## src/hw/rtl/line_viewport_clip_defines.svh

```systemverilog
// ----------------------------------------------------------------------------
// line_viewport_clip_defines.svh
// Assertion macros shared by the clipper RTL. Each macro expects the
// enclosing module to have signals named clk and rst_n.
// ----------------------------------------------------------------------------
`ifndef LINE_VIEWPORT_CLIP_DEFINES_SVH
`define LINE_VIEWPORT_CLIP_DEFINES_SVH

`ifndef ASSERT_OFF
// Property must hold at every rising clock edge outside of reset.
`define LVC_ASSERT(lbl, prop) \
  lbl: assert property (@(posedge clk) disable iff (!rst_n) (prop)) \
    else $error("line_viewport_clip assertion failed");
// Condition must never be true outside of reset.
`define LVC_NEVER(lbl, cond) \
  lbl: assert property (@(posedge clk) disable iff (!rst_n) !(cond)) \
    else $error("line_viewport_clip forbidden condition seen");
`else
`define LVC_ASSERT(lbl, prop)
`define LVC_NEVER(lbl, cond)
`endif

`endif

```

## src/hw/rtl/lvc_pkg.sv

```systemverilog
// ----------------------------------------------------------------------------
// lvc_pkg
// Shared types and constants of the line viewport clipper.
// ----------------------------------------------------------------------------
package lvc_pkg;

  localparam int unsigned COORD_BITS_DEF = 16;
  localparam int unsigned MAX_PASSES_DEF = 8;

  // Screen size registers.
  localparam int unsigned REG_BITS     = 13;
  localparam logic [REG_BITS-1:0] WIDTH_RESET  = 13'd320;
  localparam logic [REG_BITS-1:0] HEIGHT_RESET = 13'd200;

  // APB configuration port.
  localparam int unsigned CFG_ADDR_W = 3;
  localparam int unsigned CFG_DATA_W = 32;

  typedef enum logic {
    REG_WIDTH  = 1'b0,
    REG_HEIGHT = 1'b1
  } lvc_reg_t;

  typedef enum logic [1:0] {
    CLIP_REJECTED = 2'd0,
    CLIP_VISIBLE  = 2'd1,
    CLIP_GAVE_UP  = 2'd2
  } lvc_status_t;

  // Status of the shared multiply/divide unit.
  typedef struct packed {
    logic busy;
    logic done;
  } lvc_md_stat_t;

endpackage

```

## src/hw/rtl/lvc_if.sv

```systemverilog
// ----------------------------------------------------------------------------
// lvc_if
// Valid/ready channels that carry segment items into and out of the clipper.
// ----------------------------------------------------------------------------
interface lvc_in_if
  import lvc_pkg::*;
#(
  parameter int unsigned COORD_BITS = COORD_BITS_DEF
) ();
  logic                         valid;
  logic                         ready;
  logic signed [COORD_BITS-1:0] first_x;
  logic signed [COORD_BITS-1:0] first_y;
  logic signed [COORD_BITS-1:0] second_x;
  logic signed [COORD_BITS-1:0] second_y;

  modport source (output valid, first_x, first_y, second_x, second_y, input ready);
  modport sink   (input valid, first_x, first_y, second_x, second_y, output ready);
endinterface

interface lvc_out_if
  import lvc_pkg::*;
#(
  parameter int unsigned COORD_BITS = COORD_BITS_DEF
) ();
  logic                         valid;
  logic                         ready;
  logic [1:0]                   clip_status;
  logic signed [COORD_BITS-1:0] first_x_out;
  logic signed [COORD_BITS-1:0] first_y_out;
  logic signed [COORD_BITS-1:0] second_x_out;
  logic signed [COORD_BITS-1:0] second_y_out;

  modport source (output valid, clip_status, first_x_out, first_y_out,
                  second_x_out, second_y_out, input ready);
  modport sink   (input valid, clip_status, first_x_out, first_y_out,
                  second_x_out, second_y_out, output ready);
endinterface

```

## src/hw/rtl/line_viewport_clip.sv

```systemverilog
// ----------------------------------------------------------------------------
// line_viewport_clip
// Clips a line segment to a screen of programmable width and height and
// reports whether it was rejected, clipped, or abandoned at the move limit.
// ----------------------------------------------------------------------------
// Rejected, single-point, vertical and horizontal items need no clip move;
// other items take at most MAX_PASSES + 1 clip moves, each a multiply and a
// restoring divide in the shared unit.
// Throughput: one item at a time; the serial divider of the shared unit,
// one quotient bit per cycle, sets the move time.
// Reset: synchronous, active low; control clears and the screen is 320 x 200.
// ----------------------------------------------------------------------------
`include "line_viewport_clip_defines.svh"

module line_viewport_clip
  import lvc_pkg::*;
#(
  parameter int unsigned COORD_BITS = COORD_BITS_DEF,
  parameter int unsigned MAX_PASSES = MAX_PASSES_DEF
) (
  input  logic                  clk,
  input  logic                  rst_n,
  lvc_in_if.sink                in_s,
  lvc_out_if.source             out_s,
  input  logic                  psel,
  input  logic                  penable,
  input  logic                  pwrite,
  input  logic [CFG_ADDR_W-1:0] paddr,
  input  logic [CFG_DATA_W-1:0] pwdata,
  output logic [CFG_DATA_W-1:0] prdata,
  output logic                  pready
);

  // Internal coordinates must hold both the input range and the clamp target
  // (screen size minus one), which can exceed a narrow coordinate field.
  localparam int unsigned W      = COORD_BITS;
  localparam int unsigned IW     = (W > REG_BITS + 1) ? W : REG_BITS + 1;
  localparam int unsigned CW     = IW + 1;
  localparam int unsigned PW     = 2 * W;
  localparam int unsigned SUMW   = ((IW > PW) ? IW : PW) + 2;
  localparam int unsigned PASS_W = $clog2(MAX_PASSES + 2);

  localparam logic signed [SUMW-1:0] SAT_HI = (SUMW'(1) <<< (W - 1)) - SUMW'(1);
  localparam logic signed [SUMW-1:0] SAT_LO = -SAT_HI - SUMW'(1);

  typedef enum logic [2:0] {
    S_IDLE,
    S_CLASSIFY,
    S_SELECT,
    S_RUN,
    S_APPLY,
    S_FINISH
  } state_t;

  // --------------------------------------------------------------------------
  // Configuration registers
  // --------------------------------------------------------------------------
  logic [REG_BITS-1:0] scr_w;
  logic [REG_BITS-1:0] scr_h;

  lvc_cfg_regs u_cfg (
    .clk           (clk),
    .rst_n         (rst_n),
    .psel          (psel),
    .penable       (penable),
    .pwrite        (pwrite),
    .paddr         (paddr),
    .pwdata        (pwdata),
    .prdata        (prdata),
    .pready        (pready),
    .screen_width  (scr_w),
    .screen_height (scr_h)
  );

  // --------------------------------------------------------------------------
  // Sequencer state and working registers
  // --------------------------------------------------------------------------
  state_t                state_r;
  logic signed [IW-1:0]  x0_r, y0_r, x1_r, y1_r;
  logic signed [W:0]     dx_r, dy_r;
  logic [PASS_W-1:0]     passes_r;
  lvc_status_t           status_r;
  logic                  mv_axis_r;   // 0: x is clamped, y is adjusted
  logic                  mv_end_r;    // which endpoint moves
  logic                  mv_sub_r;    // far edge: the offset is subtracted

  logic                  out_valid_r;
  logic [1:0]            o_status_r;
  logic signed [W-1:0]   o_x0_r, o_y0_r, o_x1_r, o_y1_r;

  // Shared multiply/divide unit.
  logic                  md_start;
  logic [W-1:0]          md_a;
  logic [W-1:0]          md_b;
  logic [W-1:0]          md_d;
  logic [PW-1:0]         md_q;
  lvc_md_stat_t          md_stat;

  lvc_muldiv #(
    .COORD_BITS (COORD_BITS)
  ) u_muldiv (
    .clk      (clk),
    .rst_n    (rst_n),
    .start    (md_start),
    .mul_a    (md_a),
    .mul_b    (md_b),
    .divisor  (md_d),
    .quotient (md_q),
    .stat     (md_stat)
  );

  // --------------------------------------------------------------------------
  // Classification of a freshly loaded segment
  // --------------------------------------------------------------------------
  logic signed [CW-1:0] sw_c, sh_c;
  logic signed [CW-1:0] x0_c, y0_c, x1_c, y1_c;
  logic                 reject, single_pt;
  logic signed [IW-1:0] cl_y0, cl_y1, cl_x0, cl_x1;

  // Clamp one coordinate to 0 .. size-1; the target is -1 for a zero size.
  function automatic logic signed [IW-1:0] clamp_to(input logic signed [CW-1:0] v,
                                                    input logic signed [CW-1:0] size);
    logic signed [CW-1:0] top;
    top = size - CW'(1);
    if (v < 0) begin
      clamp_to = '0;
    end else if (v >= size) begin
      clamp_to = top[IW-1:0];
    end else begin
      clamp_to = v[IW-1:0];
    end
  endfunction

  always_comb begin
    sw_c = CW'(scr_w);
    sh_c = CW'(scr_h);
    x0_c = CW'(x0_r);
    y0_c = CW'(y0_r);
    x1_c = CW'(x1_r);
    y1_c = CW'(y1_r);
    reject = (x0_c < 0 && x1_c < 0) || (y0_c < 0 && y1_c < 0) ||
             (x0_c >= sw_c && x1_c >= sw_c) || (y0_c >= sh_c && y1_c >= sh_c);
    single_pt = (x0_r == x1_r) && (y0_r == y1_r);
    cl_x0 = clamp_to(x0_c, sw_c);
    cl_x1 = clamp_to(x1_c, sw_c);
    cl_y0 = clamp_to(y0_c, sh_c);
    cl_y1 = clamp_to(y1_c, sh_c);
  end

  // --------------------------------------------------------------------------
  // Move selection: left edge, right edge, top edge, bottom edge, in that
  // order, first endpoint before second within each edge.
  // --------------------------------------------------------------------------
  logic                 need;
  logic                 sel_axis, sel_end, sel_sub;
  logic signed [CW-1:0] sel_coord, sel_size, delta, target_c;
  logic signed [W:0]    dx_mag, dy_mag;

  always_comb begin
    need     = 1'b1;
    sel_axis = 1'b0;
    sel_end  = 1'b0;
    sel_sub  = 1'b0;
    priority if (x0_c < 0) begin
      sel_end = 1'b0;
    end else if (x1_c < 0) begin
      sel_end = 1'b1;
    end else if (x0_c >= sw_c) begin
      sel_sub = 1'b1;
    end else if (x1_c >= sw_c) begin
      sel_sub = 1'b1;
      sel_end = 1'b1;
    end else if (y0_c < 0) begin
      sel_axis = 1'b1;
    end else if (y1_c < 0) begin
      sel_axis = 1'b1;
      sel_end  = 1'b1;
    end else if (y0_c >= sh_c) begin
      sel_axis = 1'b1;
      sel_sub  = 1'b1;
    end else if (y1_c >= sh_c) begin
      sel_axis = 1'b1;
      sel_sub  = 1'b1;
      sel_end  = 1'b1;
    end else begin
      need = 1'b0;
    end

    if (sel_axis) begin
      sel_coord = sel_end ? y1_c : y0_c;
      sel_size  = sh_c;
    end else begin
      sel_coord = sel_end ? x1_c : x0_c;
      sel_size  = sw_c;
    end

    // Distance past the edge; always positive and at most 2^(W-1).
    delta    = sel_sub ? (sel_coord + CW'(1) - sel_size) : -sel_coord;
    target_c = sel_sub ? (sel_size - CW'(1)) : '0;

    dx_mag = dx_r[W] ? -dx_r : dx_r;
    dy_mag = dy_r[W] ? -dy_r : dy_r;

    md_a = delta[W-1:0];
    md_b = sel_axis ? dx_mag[W-1:0] : dy_mag[W-1:0];
    md_d = sel_axis ? dy_mag[W-1:0] : dx_mag[W-1:0];

    md_start = (state_r == S_SELECT) && need && (passes_r != PASS_W'(MAX_PASSES + 1));
  end

  // --------------------------------------------------------------------------
  // Offset application with saturation to the coordinate range
  // --------------------------------------------------------------------------
  logic signed [IW-1:0]   other;
  logic signed [SUMW-1:0] q_ext, sum, sat;
  logic signed [IW-1:0]   new_coord;
  logic                   neg;

  always_comb begin
    neg   = dx_r[W] ^ dy_r[W];
    other = mv_axis_r ? (mv_end_r ? x1_r : x0_r) : (mv_end_r ? y1_r : y0_r);
    q_ext = SUMW'(md_q);
    sum   = SUMW'(other) + ((mv_sub_r ^ neg) ? -q_ext : q_ext);
    if (sum > SAT_HI) begin
      sat = SAT_HI;
    end else if (sum < SAT_LO) begin
      sat = SAT_LO;
    end else begin
      sat = sum;
    end
    new_coord = IW'(signed'(sat[W-1:0]));
  end

  // --------------------------------------------------------------------------
  // Sequencer
  // --------------------------------------------------------------------------
  always_ff @(posedge clk) begin
    if (!rst_n) begin
      state_r     <= S_IDLE;
      passes_r    <= '0;
      status_r    <= CLIP_VISIBLE;
      out_valid_r <= 1'b0;
    end else begin
      // The finish state reloads the output register itself.
      if (out_valid_r && out_s.ready && state_r != S_FINISH) begin
        out_valid_r <= 1'b0;
      end

      unique case (state_r)
        S_IDLE: begin
          if (in_s.valid) begin
            x0_r    <= IW'(in_s.first_x);
            y0_r    <= IW'(in_s.first_y);
            x1_r    <= IW'(in_s.second_x);
            y1_r    <= IW'(in_s.second_y);
            dx_r    <= (W + 1)'(in_s.second_x) - (W + 1)'(in_s.first_x);
            dy_r    <= (W + 1)'(in_s.second_y) - (W + 1)'(in_s.first_y);
            state_r <= S_CLASSIFY;
          end
        end

        S_CLASSIFY: begin
          passes_r <= '0;
          status_r <= reject ? CLIP_REJECTED : CLIP_VISIBLE;
          priority if (reject) begin
            state_r  <= S_FINISH;
          end else if (single_pt) begin
            state_r <= S_FINISH;
          end else if (dx_r == '0) begin
            y0_r    <= cl_y0;
            y1_r    <= cl_y1;
            state_r <= S_FINISH;
          end else if (dy_r == '0) begin
            x0_r    <= cl_x0;
            x1_r    <= cl_x1;
            state_r <= S_FINISH;
          end else begin
            state_r <= S_SELECT;
          end
        end

        S_SELECT: begin
          // Once MAX_PASSES moves are done the item is reported as given up,
          // though one further move is still carried out if it is due.
          priority if (!need) begin
            status_r <= (passes_r >= PASS_W'(MAX_PASSES)) ? CLIP_GAVE_UP : CLIP_VISIBLE;
            state_r  <= S_FINISH;
          end else if (passes_r == PASS_W'(MAX_PASSES + 1)) begin
            status_r <= CLIP_GAVE_UP;
            state_r  <= S_FINISH;
          end else begin
            mv_axis_r <= sel_axis;
            mv_end_r  <= sel_end;
            mv_sub_r  <= sel_sub;
            passes_r  <= passes_r + 1'b1;
            // The clamped coordinate lands on the edge right away.
            unique case ({sel_axis, sel_end})
              2'b00:   x0_r <= target_c[IW-1:0];
              2'b01:   x1_r <= target_c[IW-1:0];
              2'b10:   y0_r <= target_c[IW-1:0];
              default: y1_r <= target_c[IW-1:0];
            endcase
            state_r <= S_RUN;
          end
        end

        S_RUN: begin
          if (md_stat.done) begin
            state_r <= S_APPLY;
          end
        end

        S_APPLY: begin
          unique case ({mv_axis_r, mv_end_r})
            2'b00:   y0_r <= new_coord;
            2'b01:   y1_r <= new_coord;
            2'b10:   x0_r <= new_coord;
            default: x1_r <= new_coord;
          endcase
          state_r <= S_SELECT;
        end

        S_FINISH: begin
          if (!out_valid_r || out_s.ready) begin
            out_valid_r <= 1'b1;
            o_status_r  <= status_r;
            o_x0_r      <= x0_r[W-1:0];
            o_y0_r      <= y0_r[W-1:0];
            o_x1_r      <= x1_r[W-1:0];
            o_y1_r      <= y1_r[W-1:0];
            state_r     <= S_IDLE;
          end
        end

        default: state_r <= S_IDLE;
      endcase
    end
  end

  assign in_s.ready         = (state_r == S_IDLE);
  assign out_s.valid        = out_valid_r;
  assign out_s.clip_status  = o_status_r;
  assign out_s.first_x_out  = o_x0_r;
  assign out_s.first_y_out  = o_y0_r;
  assign out_s.second_x_out = o_x1_r;
  assign out_s.second_y_out = o_y1_r;

  `LVC_ASSERT(a_done_only_in_run, md_stat.done |-> state_r == S_RUN)
  `LVC_NEVER(a_pass_limit, passes_r > PASS_W'(MAX_PASSES + 1))
  `LVC_ASSERT(a_gave_up_after_limit,
              (state_r == S_FINISH && status_r == CLIP_GAVE_UP) |->
              passes_r >= PASS_W'(MAX_PASSES))

endmodule

```

## src/hw/rtl/lvc_cfg_regs.sv

```systemverilog
// ----------------------------------------------------------------------------
// lvc_cfg_regs
// APB register file holding the screen width and height.
// ----------------------------------------------------------------------------
module lvc_cfg_regs
  import lvc_pkg::*;
(
  input  logic                  clk,
  input  logic                  rst_n,
  input  logic                  psel,
  input  logic                  penable,
  input  logic                  pwrite,
  input  logic [CFG_ADDR_W-1:0] paddr,
  input  logic [CFG_DATA_W-1:0] pwdata,
  output logic [CFG_DATA_W-1:0] prdata,
  output logic                  pready,
  output logic [REG_BITS-1:0]   screen_width,
  output logic [REG_BITS-1:0]   screen_height
);

  logic [REG_BITS-1:0] width_r;
  logic [REG_BITS-1:0] height_r;
  lvc_reg_t            reg_sel;

  assign reg_sel = lvc_reg_t'(paddr[2]);
  assign pready  = 1'b1;

  always_ff @(posedge clk) begin
    if (!rst_n) begin
      width_r  <= WIDTH_RESET;
      height_r <= HEIGHT_RESET;
    end else if (psel && penable && pwrite) begin
      unique case (reg_sel)
        REG_WIDTH:  width_r  <= pwdata[REG_BITS-1:0];
        REG_HEIGHT: height_r <= pwdata[REG_BITS-1:0];
        default:    width_r  <= width_r;
      endcase
    end
  end

  always_comb begin
    unique case (reg_sel)
      REG_WIDTH:  prdata = CFG_DATA_W'(width_r);
      REG_HEIGHT: prdata = CFG_DATA_W'(height_r);
      default:    prdata = '0;
    endcase
  end

  assign screen_width  = width_r;
  assign screen_height = height_r;

endmodule

```

## src/hw/rtl/lvc_muldiv.sv

```systemverilog
// ----------------------------------------------------------------------------
// lvc_muldiv
// Shared unsigned unit: one registered multiply, then a restoring divide
// that retires one quotient bit per cycle.
// ----------------------------------------------------------------------------
`include "line_viewport_clip_defines.svh"

module lvc_muldiv
  import lvc_pkg::*;
#(
  parameter int unsigned COORD_BITS = COORD_BITS_DEF
) (
  input  logic                    clk,
  input  logic                    rst_n,
  input  logic                    start,
  input  logic [COORD_BITS-1:0]   mul_a,
  input  logic [COORD_BITS-1:0]   mul_b,
  input  logic [COORD_BITS-1:0]   divisor,
  output logic [2*COORD_BITS-1:0] quotient,
  output lvc_md_stat_t            stat
);

  localparam int unsigned W     = COORD_BITS;
  localparam int unsigned PW    = 2 * COORD_BITS;
  localparam int unsigned CNT_W = $clog2(PW);

  typedef enum logic [1:0] {
    MD_IDLE,
    MD_MUL,
    MD_DIV
  } md_state_t;

  md_state_t        state_r;
  logic [W-1:0]     a_r;
  logic [W-1:0]     b_r;
  logic [W-1:0]     d_r;
  logic [PW-1:0]    dq_r;
  logic [W-1:0]     rem_r;
  logic [CNT_W-1:0] cnt_r;
  logic             done_r;

  logic [W:0]       trial;
  logic [W:0]       trial_sub;
  logic             fits;

  // One restoring step: shift the next dividend bit into the remainder.
  always_comb begin
    trial     = {rem_r, dq_r[PW-1]};
    trial_sub = trial - {1'b0, d_r};
    fits      = (trial >= {1'b0, d_r});
  end

  always_ff @(posedge clk) begin
    if (!rst_n) begin
      state_r <= MD_IDLE;
      done_r  <= 1'b0;
      cnt_r   <= '0;
    end else begin
      done_r <= 1'b0;
      unique case (state_r)
        MD_IDLE: begin
          if (start) begin
            a_r     <= mul_a;
            b_r     <= mul_b;
            d_r     <= divisor;
            state_r <= MD_MUL;
          end
        end
        MD_MUL: begin
          dq_r    <= a_r * b_r;
          rem_r   <= '0;
          cnt_r   <= '0;
          state_r <= MD_DIV;
        end
        MD_DIV: begin
          rem_r <= fits ? trial_sub[W-1:0] : trial[W-1:0];
          dq_r  <= {dq_r[PW-2:0], fits};
          cnt_r <= cnt_r + 1'b1;
          if (cnt_r == CNT_W'(PW - 1)) begin
            done_r  <= 1'b1;
            state_r <= MD_IDLE;
          end
        end
        default: state_r <= MD_IDLE;
      endcase
    end
  end

  assign quotient  = dq_r;
  assign stat.busy = (state_r != MD_IDLE);
  assign stat.done = done_r;

  `LVC_ASSERT(a_start_when_idle, start |-> !stat.busy)
  `LVC_ASSERT(a_done_after_busy, done_r |-> $past(stat.busy))
  `LVC_ASSERT(a_busy_from_start, $rose(stat.busy) |-> $past(start))

endmodule

```

## src/flat_wrapper.sv

```systemverilog
// flat-port wrapper written by rule: the top's interface ports become plain ports
module line_viewport_clip_flat import lvc_pkg::*;
#(
  parameter int unsigned COORD_BITS = COORD_BITS_DEF,
  parameter int unsigned MAX_PASSES = MAX_PASSES_DEF
)
  (clk, rst_n, psel, penable, pwrite, paddr, pwdata, prdata, pready, in_s_valid, in_s_first_x, in_s_first_y, in_s_second_x, in_s_second_y, in_s_ready, out_s_valid, out_s_clip_status, out_s_first_x_out, out_s_first_y_out, out_s_second_x_out, out_s_second_y_out, out_s_ready);
  lvc_in_if #(.COORD_BITS(COORD_BITS)) in_s_i ();
  lvc_out_if #(.COORD_BITS(COORD_BITS)) out_s_i ();
  input  logic clk;
  input  logic rst_n;
  input  logic psel;
  input  logic penable;
  input  logic pwrite;
  input  logic [CFG_ADDR_W-1:0] paddr;
  input  logic [CFG_DATA_W-1:0] pwdata;
  output logic [CFG_DATA_W-1:0] prdata;
  output logic pready;
  input wire logic [$bits(in_s_i.valid)-1:0] in_s_valid;
  input wire logic [$bits(in_s_i.first_x)-1:0] in_s_first_x;
  input wire logic [$bits(in_s_i.first_y)-1:0] in_s_first_y;
  input wire logic [$bits(in_s_i.second_x)-1:0] in_s_second_x;
  input wire logic [$bits(in_s_i.second_y)-1:0] in_s_second_y;
  output wire logic [$bits(in_s_i.ready)-1:0] in_s_ready;
  output wire logic [$bits(out_s_i.valid)-1:0] out_s_valid;
  output wire logic [$bits(out_s_i.clip_status)-1:0] out_s_clip_status;
  output wire logic [$bits(out_s_i.first_x_out)-1:0] out_s_first_x_out;
  output wire logic [$bits(out_s_i.first_y_out)-1:0] out_s_first_y_out;
  output wire logic [$bits(out_s_i.second_x_out)-1:0] out_s_second_x_out;
  output wire logic [$bits(out_s_i.second_y_out)-1:0] out_s_second_y_out;
  input wire logic [$bits(out_s_i.ready)-1:0] out_s_ready;
  assign in_s_i.valid = in_s_valid;
  assign in_s_i.first_x = in_s_first_x;
  assign in_s_i.first_y = in_s_first_y;
  assign in_s_i.second_x = in_s_second_x;
  assign in_s_i.second_y = in_s_second_y;
  assign in_s_ready = in_s_i.ready;
  assign out_s_valid = out_s_i.valid;
  assign out_s_clip_status = out_s_i.clip_status;
  assign out_s_first_x_out = out_s_i.first_x_out;
  assign out_s_first_y_out = out_s_i.first_y_out;
  assign out_s_second_x_out = out_s_i.second_x_out;
  assign out_s_second_y_out = out_s_i.second_y_out;
  assign out_s_i.ready = out_s_ready;
  line_viewport_clip #(.COORD_BITS(COORD_BITS), .MAX_PASSES(MAX_PASSES)) u_core (.clk(clk), .rst_n(rst_n), .in_s(in_s_i), .out_s(out_s_i), .psel(psel), .penable(penable), .pwrite(pwrite), .paddr(paddr), .pwdata(pwdata), .prdata(prdata), .pready(pready));
endmodule
```

## config.mk

```make
export PLATFORM = sky130hd
export DESIGN_NAME = line_viewport_clip_flat
export DESIGN_NICKNAME = d
export VERILOG_FILES = /design/src/hw/rtl/lvc_pkg.sv /design/src/hw/rtl/lvc_if.sv /design/src/hw/rtl/line_viewport_clip.sv /design/src/hw/rtl/lvc_cfg_regs.sv /design/src/hw/rtl/lvc_muldiv.sv /design/src/flat_wrapper.sv
export VERILOG_INCLUDE_DIRS = /design/src /design/src/hw/rtl
export SDC_FILE = /design/constraint.sdc
export NUM_CORES = 2
export LEC_CHECK = 0
export BUFFER_PORTS_ARGS = -buffer_cell sky130_fd_sc_hd__buf_2
export CORE_MARGIN = 2
export CORE_UTILIZATION = 40
export DETAILED_ROUTE_END_ITERATION = 8
export PLACE_DENSITY = 0.62
export SKIP_LAST_GASP = 1
export SYNTH_ARGS = -nofsm -noshare
export SYNTH_HDL_FRONTEND = slang
export SYNTH_SLANG_ARGS = --single-unit
```

## constraint.sdc

```tcl
create_clock -name clk -period 9.2 [get_ports clk]
set_input_delay 0.92 -clock clk [delete_from_list [all_inputs] [get_ports clk]]
set_output_delay 0.92 -clock clk [all_outputs]
set_load 0.02 [all_outputs]
```

# [After elaboration in Yosys (flattened, before gate mapping)]
# Cells that the tools add are included.
[totals] register_bits=307 input_bits=106 wordCells=262
[classes] order_cmp=12 multipliers=1 mux=117 eq_ne=42 reduce_logical=43 addsub=15 bitwise_logic=4
[ops] operator="$mux W16" n=57
[ops] operator="$pmux W16 S4" n=4
[ops] operator="$pmux W32 S2" n=2
[ops] operator="$ge A16 B14 Y1" n=4
[ops] operator="$lt A16 B1 Y1 const B" n=4
[ops] operator="$neg A16 Y16" n=3
[ops] operator="$sub A13 B1 Y14 const B" n=3
[ops] operator="$add A16 B34 Y34" n=1
[ops] operator="$gt A34 B16 Y1 const B" n=1
[ops] operator="$logic_not A17 Y1" n=2
[ops] operator="$lt A34 B16 Y1 const B" n=1
[ops] operator="$mux W34" n=1
[ops] operator="$neg A32 Y34" n=1
[ops] operator="$sub A16 B16 Y17" n=2
[ops] operator="$eq A16 B16 Y1" n=2
[ops] operator="$mul A16 B16 Y32" n=1
[ops] operator="$pmux W16 S2" n=1
[ops] operator="$mux W1" n=30
[ops] operator="$ne A2 B2 Y1 const B" n=14
[ops] operator="$mux W3" n=9
[ops] operator="$reduce_and A12 Y1" n=2
[ops] operator="$reduce_and A11 Y1" n=2
[ops] operator="$pmux W3 S6" n=1
[ops] operator="$ge A17 B16 Y1" n=1
[ops] operator="other kinds (37)" n=85

# [Logic depth before layout (Yosys ltp)]
[logic_depth] word_depth=16 depth_mapped=33 mapped_depth_nobuf=28

# [Hierarchy]
# A second synthesis with hierarchy kept.
[hier_totals] cells_unflattened=3377 hier_area_um2=31435.1
[by_module_without_submodules] module="line_viewport_clip" area_per_inst_um2=16802.4 n_inst=1 cells_per_inst=1864
[by_module_without_submodules] module="lvc_muldiv" area_per_inst_um2=13284.0 n_inst=1 cells_per_inst=1372
[by_module_without_submodules] module="lvc_cfg_regs" area_per_inst_um2=1348.8 n_inst=1 cells_per_inst=141

# [Worst setup path before layout]
# Ideal clock, no wire load.
[synth_path] path_kind="flip-flop to flip-flop" start="register u_core.u_muldiv.a_r[1]" end="register u_core.u_muldiv.dq_r[30], in the netlist u_core.u_muldiv.quotient[30], data pin" path_stages_with_launch=24 setup_ns=0.269 synth_period_minus_slack_ns=6.687 arrival_time_ns=6.418 path_slack_ns=2.513 n_path_buf=1 cell_sequence="edfxtp_1 > clkbuf_1 > nand2_1 > fa_1 > inv_1 > fa_1 > inv_1 > fa_1 > fa_1 > inv_1 > fa_1 > fa_1 > ha_1 > a21oi_1 > o22ai_1 > a311oi_1 > a21oi_1 > o41a_1 > o21a_1 > o21a_1 > o21a_1 > o41ai_1 > xor2_1 > o21ai_0"
[synth_between] elab_chain_cells=2
[synth_rtl] element="start: declaration" line="lvc_muldiv.sv:34" rtl="logic [W-1:0] a_r;"
[synth_rtl] element="start signal: assignment" line="lvc_muldiv.sv:63" rtl="a_r <= mul_a;"
[synth_rtl] element="$mul A16 B16 Y32" line="lvc_muldiv.sv:70" rtl="dq_r <= a_r * b_r;"
[synth_rtl] element="$pmux W32 S2" line="lvc_muldiv.sv:60" rtl="unique case (state_r)"
[synth_rtl] element="end signal: assignment" line="lvc_muldiv.sv:70"
[synth_rtl] element="end signal: assignment" line="lvc_muldiv.sv:77" rtl="dq_r <= {dq_r[PW-2:0], fits};"
[synth_rtl] element="end: declaration" line="lvc_muldiv.sv:37" rtl="logic [PW-1:0] dq_r;"
# No other way between the ends.
# A chain may end at the register's enable or synchronous reset.

# [Worst setup path after layout]
[layout_path] start="register u_core.u_muldiv.a_r[8]" end="register u_core.u_muldiv.dq_r[31], in the netlist u_core.u_muldiv.quotient[31], data pin"
# The elaborated chain is that of the path after synthesis.

==> impl_metrics.csv <==
group,metric,value,unit
sta,relSlewSlack,23.8,%
run_status,status,"completed",
finish,drive_above_1_share,9.93,%
placement,dp_slack,1620,ps
placement,hpwl,74400,um
worst_hold_path,min_path_type,"register to register",
setup_path,start_kind,"register",
finish,insertedDiodeCount,0,
routing,route.met3.wl,7680,um
placement,gp_congestion,0.983,
cts,clk_latency,570,ps
cts,cts-resized-gates,0,
synthesis,syn_inst,3351,
finish,areaGrowthSynthToFinish,9.95,%
grt,grt_overflow,0,
grt,grt_max_degree,66,
routing,routed-via-count,25200,
cts,cts_setup_buffers,0,
routing,route.detailed.drc,0,
grt,antenna_found_initial,2,
cts,holdBufCountCts,0,
cts,cts_root_buf,"clkbuf_16",
placement,dpl.cell_count,4462,
floorplan,die_w,283,um
setup_path,cp_max_fo,16,
sta,fin_ws,1630,ps
routing,vias_per_cell,5.56,
grt,globalRouteTotalUtil,24.1,%
cts,cts_tree,"done",
routing,wl_met1,41900,um
synthesis,synth.distinct_cells,97,
setup_path,critPathArrivalTime,7890,ps
sta,skew,10.5,ps
synthesis,ys_seq_area_share,28.2,%
sta,finalSetupTns,0,ps
floorplan,rows,102,
setup_path,cp.required,9520,ps
placement,port_buffers,165,
cts,htreeDepth,2,
sta,rsz0062_at_grt,"no",
sta,fmax,0.132,GHz
cts,cts.sinks,307,
cts,cts_buffer_depth,3,
synthesis,synth_async_sr_flop_share,0,%
synthesis,synth_edf_count,263,
sta,slew_violations,0,
finish,final_nets,4052,
floorplan,dieArea,0.0800,mm2
floorplan,floorplan.initialDensity,40.3,%
sta,hold_violations,0,
sta,fin_crit,7570,ps
floorplan,die_h,283,um
routing,drt-total-wl,95300,um
synthesis,syn_area_per_cell,9.28,um2
synthesis,synth_ff_type,"edfxtp_1",
job,cap_violations,0,
routing,first_iter_violations,2295,
routing,wl_met2,41300,um
setup_path,cp-end-kind,"register",
sta,fin_crit_sh,82.3,%
finish,fillerInstances,7518,
floorplan,io_pins,207,
routing,detail-route-antenna-nets,0,
sta,finalSetupViolCount,0,
synthesis,synth_area,0.0311,mm2
synthesis,synth-seq-cells,307,
grt,grt_pass1_vias,24400,
synthesis,yosys_warnings,0,
sta,max_slew.worst_pin.slew,1140,ps
setup_path,crit_type,"register to register",
routing,drt-pass1-iter-count,7,
grt,grt_pass1_wl,146000,um
routing,routedWlPerCell,21.0,um
cts,cts_buffers,39,
finish,final_cells,4534,
floorplan,core_area,0.0772,mm2
routing,maxUsedRoutingLayer,"met5",
cts,clkTransAtPathRegs,60,ps
==> cell usage in the layout (no fill, tap or decap), types with 10 or more instances in the layout <==
master | netlist | final
or3_1 | 22 | 22
edfxtp_1 | 263 | 263
a211oi_1 | 13 | 13
o21a_1 | 13 | 13
o22a_1 | 25 | 25
xor2_1 | 91 | 91
nand4_1 | 35 | 35
clkbuf_16 | 0 | 40
nor2b_1 | 28 | 28
inv_1 | 403 | 403
a21boi_0 | 42 | 42
mux2_2 | 25 | 25
mux4_2 | 16 | 16
and3_1 | 19 | 19
nand3_1 | 44 | 44
o21ai_1 | 11 | 10
o211ai_1 | 20 | 20
and2_1 | 110 | 108
mux2i_1 | 87 | 87
o21ai_0 | 123 | 123
nor2_1 | 223 | 222
a31oi_1 | 16 | 16
o31ai_1 | 26 | 26
nand2b_1 | 35 | 34
a2bb2oi_1 | 28 | 28
nor3_1 | 64 | 62
xnor2_1 | 118 | 118
fa_1 | 199 | 199
buf_4 | 23 | 26
nand2_1 | 402 | 402
nor4_1 | 21 | 21
ha_1 | 284 | 283
dfxtp_1 | 44 | 44
a22oi_1 | 12 | 12
a21o_1 | 38 | 38
a21oi_1 | 151 | 150
conb_1 | 2 | 20
buf_2 | 15 | 165
==> stage by stage <==
step | util (%) | area, um2 | hold WS, ps
2_1_floorplan | - | 31200 | 403
3_3_place_gp | 42.6 | 32900 | 422
3_5_place_dp | 42.6 | 32900 | 417
4_1_cts | 44.3 | 34200 | 439
5_1_grt | 44.3 | 34200 | 443
6_report | 44.3 | 34200 | 430
==> layer usage <==
metal | global-route usage, % | up-vias
li1 | - | 11800
met1 | 33.5 | 12300
met2 | 37.0 | 948
met3 | 3.94 | 225
met4 | 10.2 | 2
met5 | 0 | -
==> Yosys cell counts, types with 38 or more instances <==
cell      instances  area share [%]
xor2_1           91             2.6
fa_1            199              13
nand2_1         402             4.9
o21ai_0         123             2.0
edfxtp_1        263              25
dfxtp_1          44             2.8
a21boi_0         42             1.0
clkbuf_1         90             1.1
and2_1          110             2.2
mux2i_1          87             2.8
ha_1            284              11
nand3_1          44            0.71
nor3_1           64             1.0
a21o_1           38            0.92
nor2_1          223             2.7
a21oi_1         151             2.4
inv_1           403             4.9
xnor2_1         118             3.3
==> registers in the layout, indices dropped and copies added, names as in the netlist, 4 cells and up <==
signal and cells:
u_core.u_muldiv.rem_r 16, u_core.u_muldiv.b_r 16, u_core.y1_r 16, u_core.out_s.first_x_out 16, u_core.u_muldiv.d_r 16, u_core.out_s.second_y_out 16, u_core.u_muldiv.cnt_r 5, u_core.passes_r 4
u_core.u_muldiv.a_r 16, u_core.out_s.second_x_out 16, u_core.dy_r 17, u_core.x0_r 16, u_core.u_muldiv.quotient 32, u_core.y0_r 16, u_core.out_s.first_y_out 16, u_core.x1_r 16
u_core.u_cfg.screen_width 13, u_core.dx_r 17, u_core.u_cfg.screen_height 13
==> critical path: stages, from the launching register on <==
cell,delay (ps)
edfxtp_1,840
nand2_1,170
fa_1,540
inv_1,50
fa_1,530
inv_1,50
fa_1,490
inv_1,50
fa_1,490
inv_1,70
fa_1,550
inv_1,60
fa_1,470
ha_1,370
o21ai_0,110
a21oi_1,150
o41a_1,220
a21oi_1,140
o21ai_0,420
a41oi_1,240
o21ai_0,330
nor4_1,120
o41ai_1,430
xnor2_1,130
mux2_2,280
==> final timing paths <==
path,from,end,slack (ps),cells past startpoint
setup / recovery,u_core.u_muldiv.a_r[8],u_core.u_muldiv.quotient[31],1630,24
hold reg to reg,u_core.status_r[1],u_core.out_s.clip_status[1],430,0
setup reg to reg,u_core.u_muldiv.a_r[8],u_core.u_muldiv.quotient[31],1630,24
hold / removal,u_core.status_r[1],u_core.out_s.clip_status[1],430,0
==> area by class of cell <==
class	instances	area (um2)	share of cell area (%)
Multi-Input combinational cell	2517	20300	59.3
Sequential cell	307	8780	25.7
Inverter	407	1530	4.47
Tap cell	1040	1300	3.81
Clock buffer	47	1040	3.03
Timing Repair Buffer	191	1020	2.99
Clock inverter	25	260	0.761
==> kinds of logic (layout without fill, tap and decap cells) <==
logic type	count (synthesis)	after routing	synth area share, %
AND/OR/NAND/NOR	1053	1053	16.1
AO/OA/AOI/OAI	623	623	13.6
buffers and inverters	545	670	6.99
adder cells (fa/ha/maj)	483	483	24.2
flip-flops	307	307	28.2
XOR/XNOR	209	209	5.89
multiplexers	129	129	4.94
other	2	20	0.0242
Power is left out: the tool's default activity adds up to more than one toggle a clock period on the data nets, which glitch-free logic cannot reach.
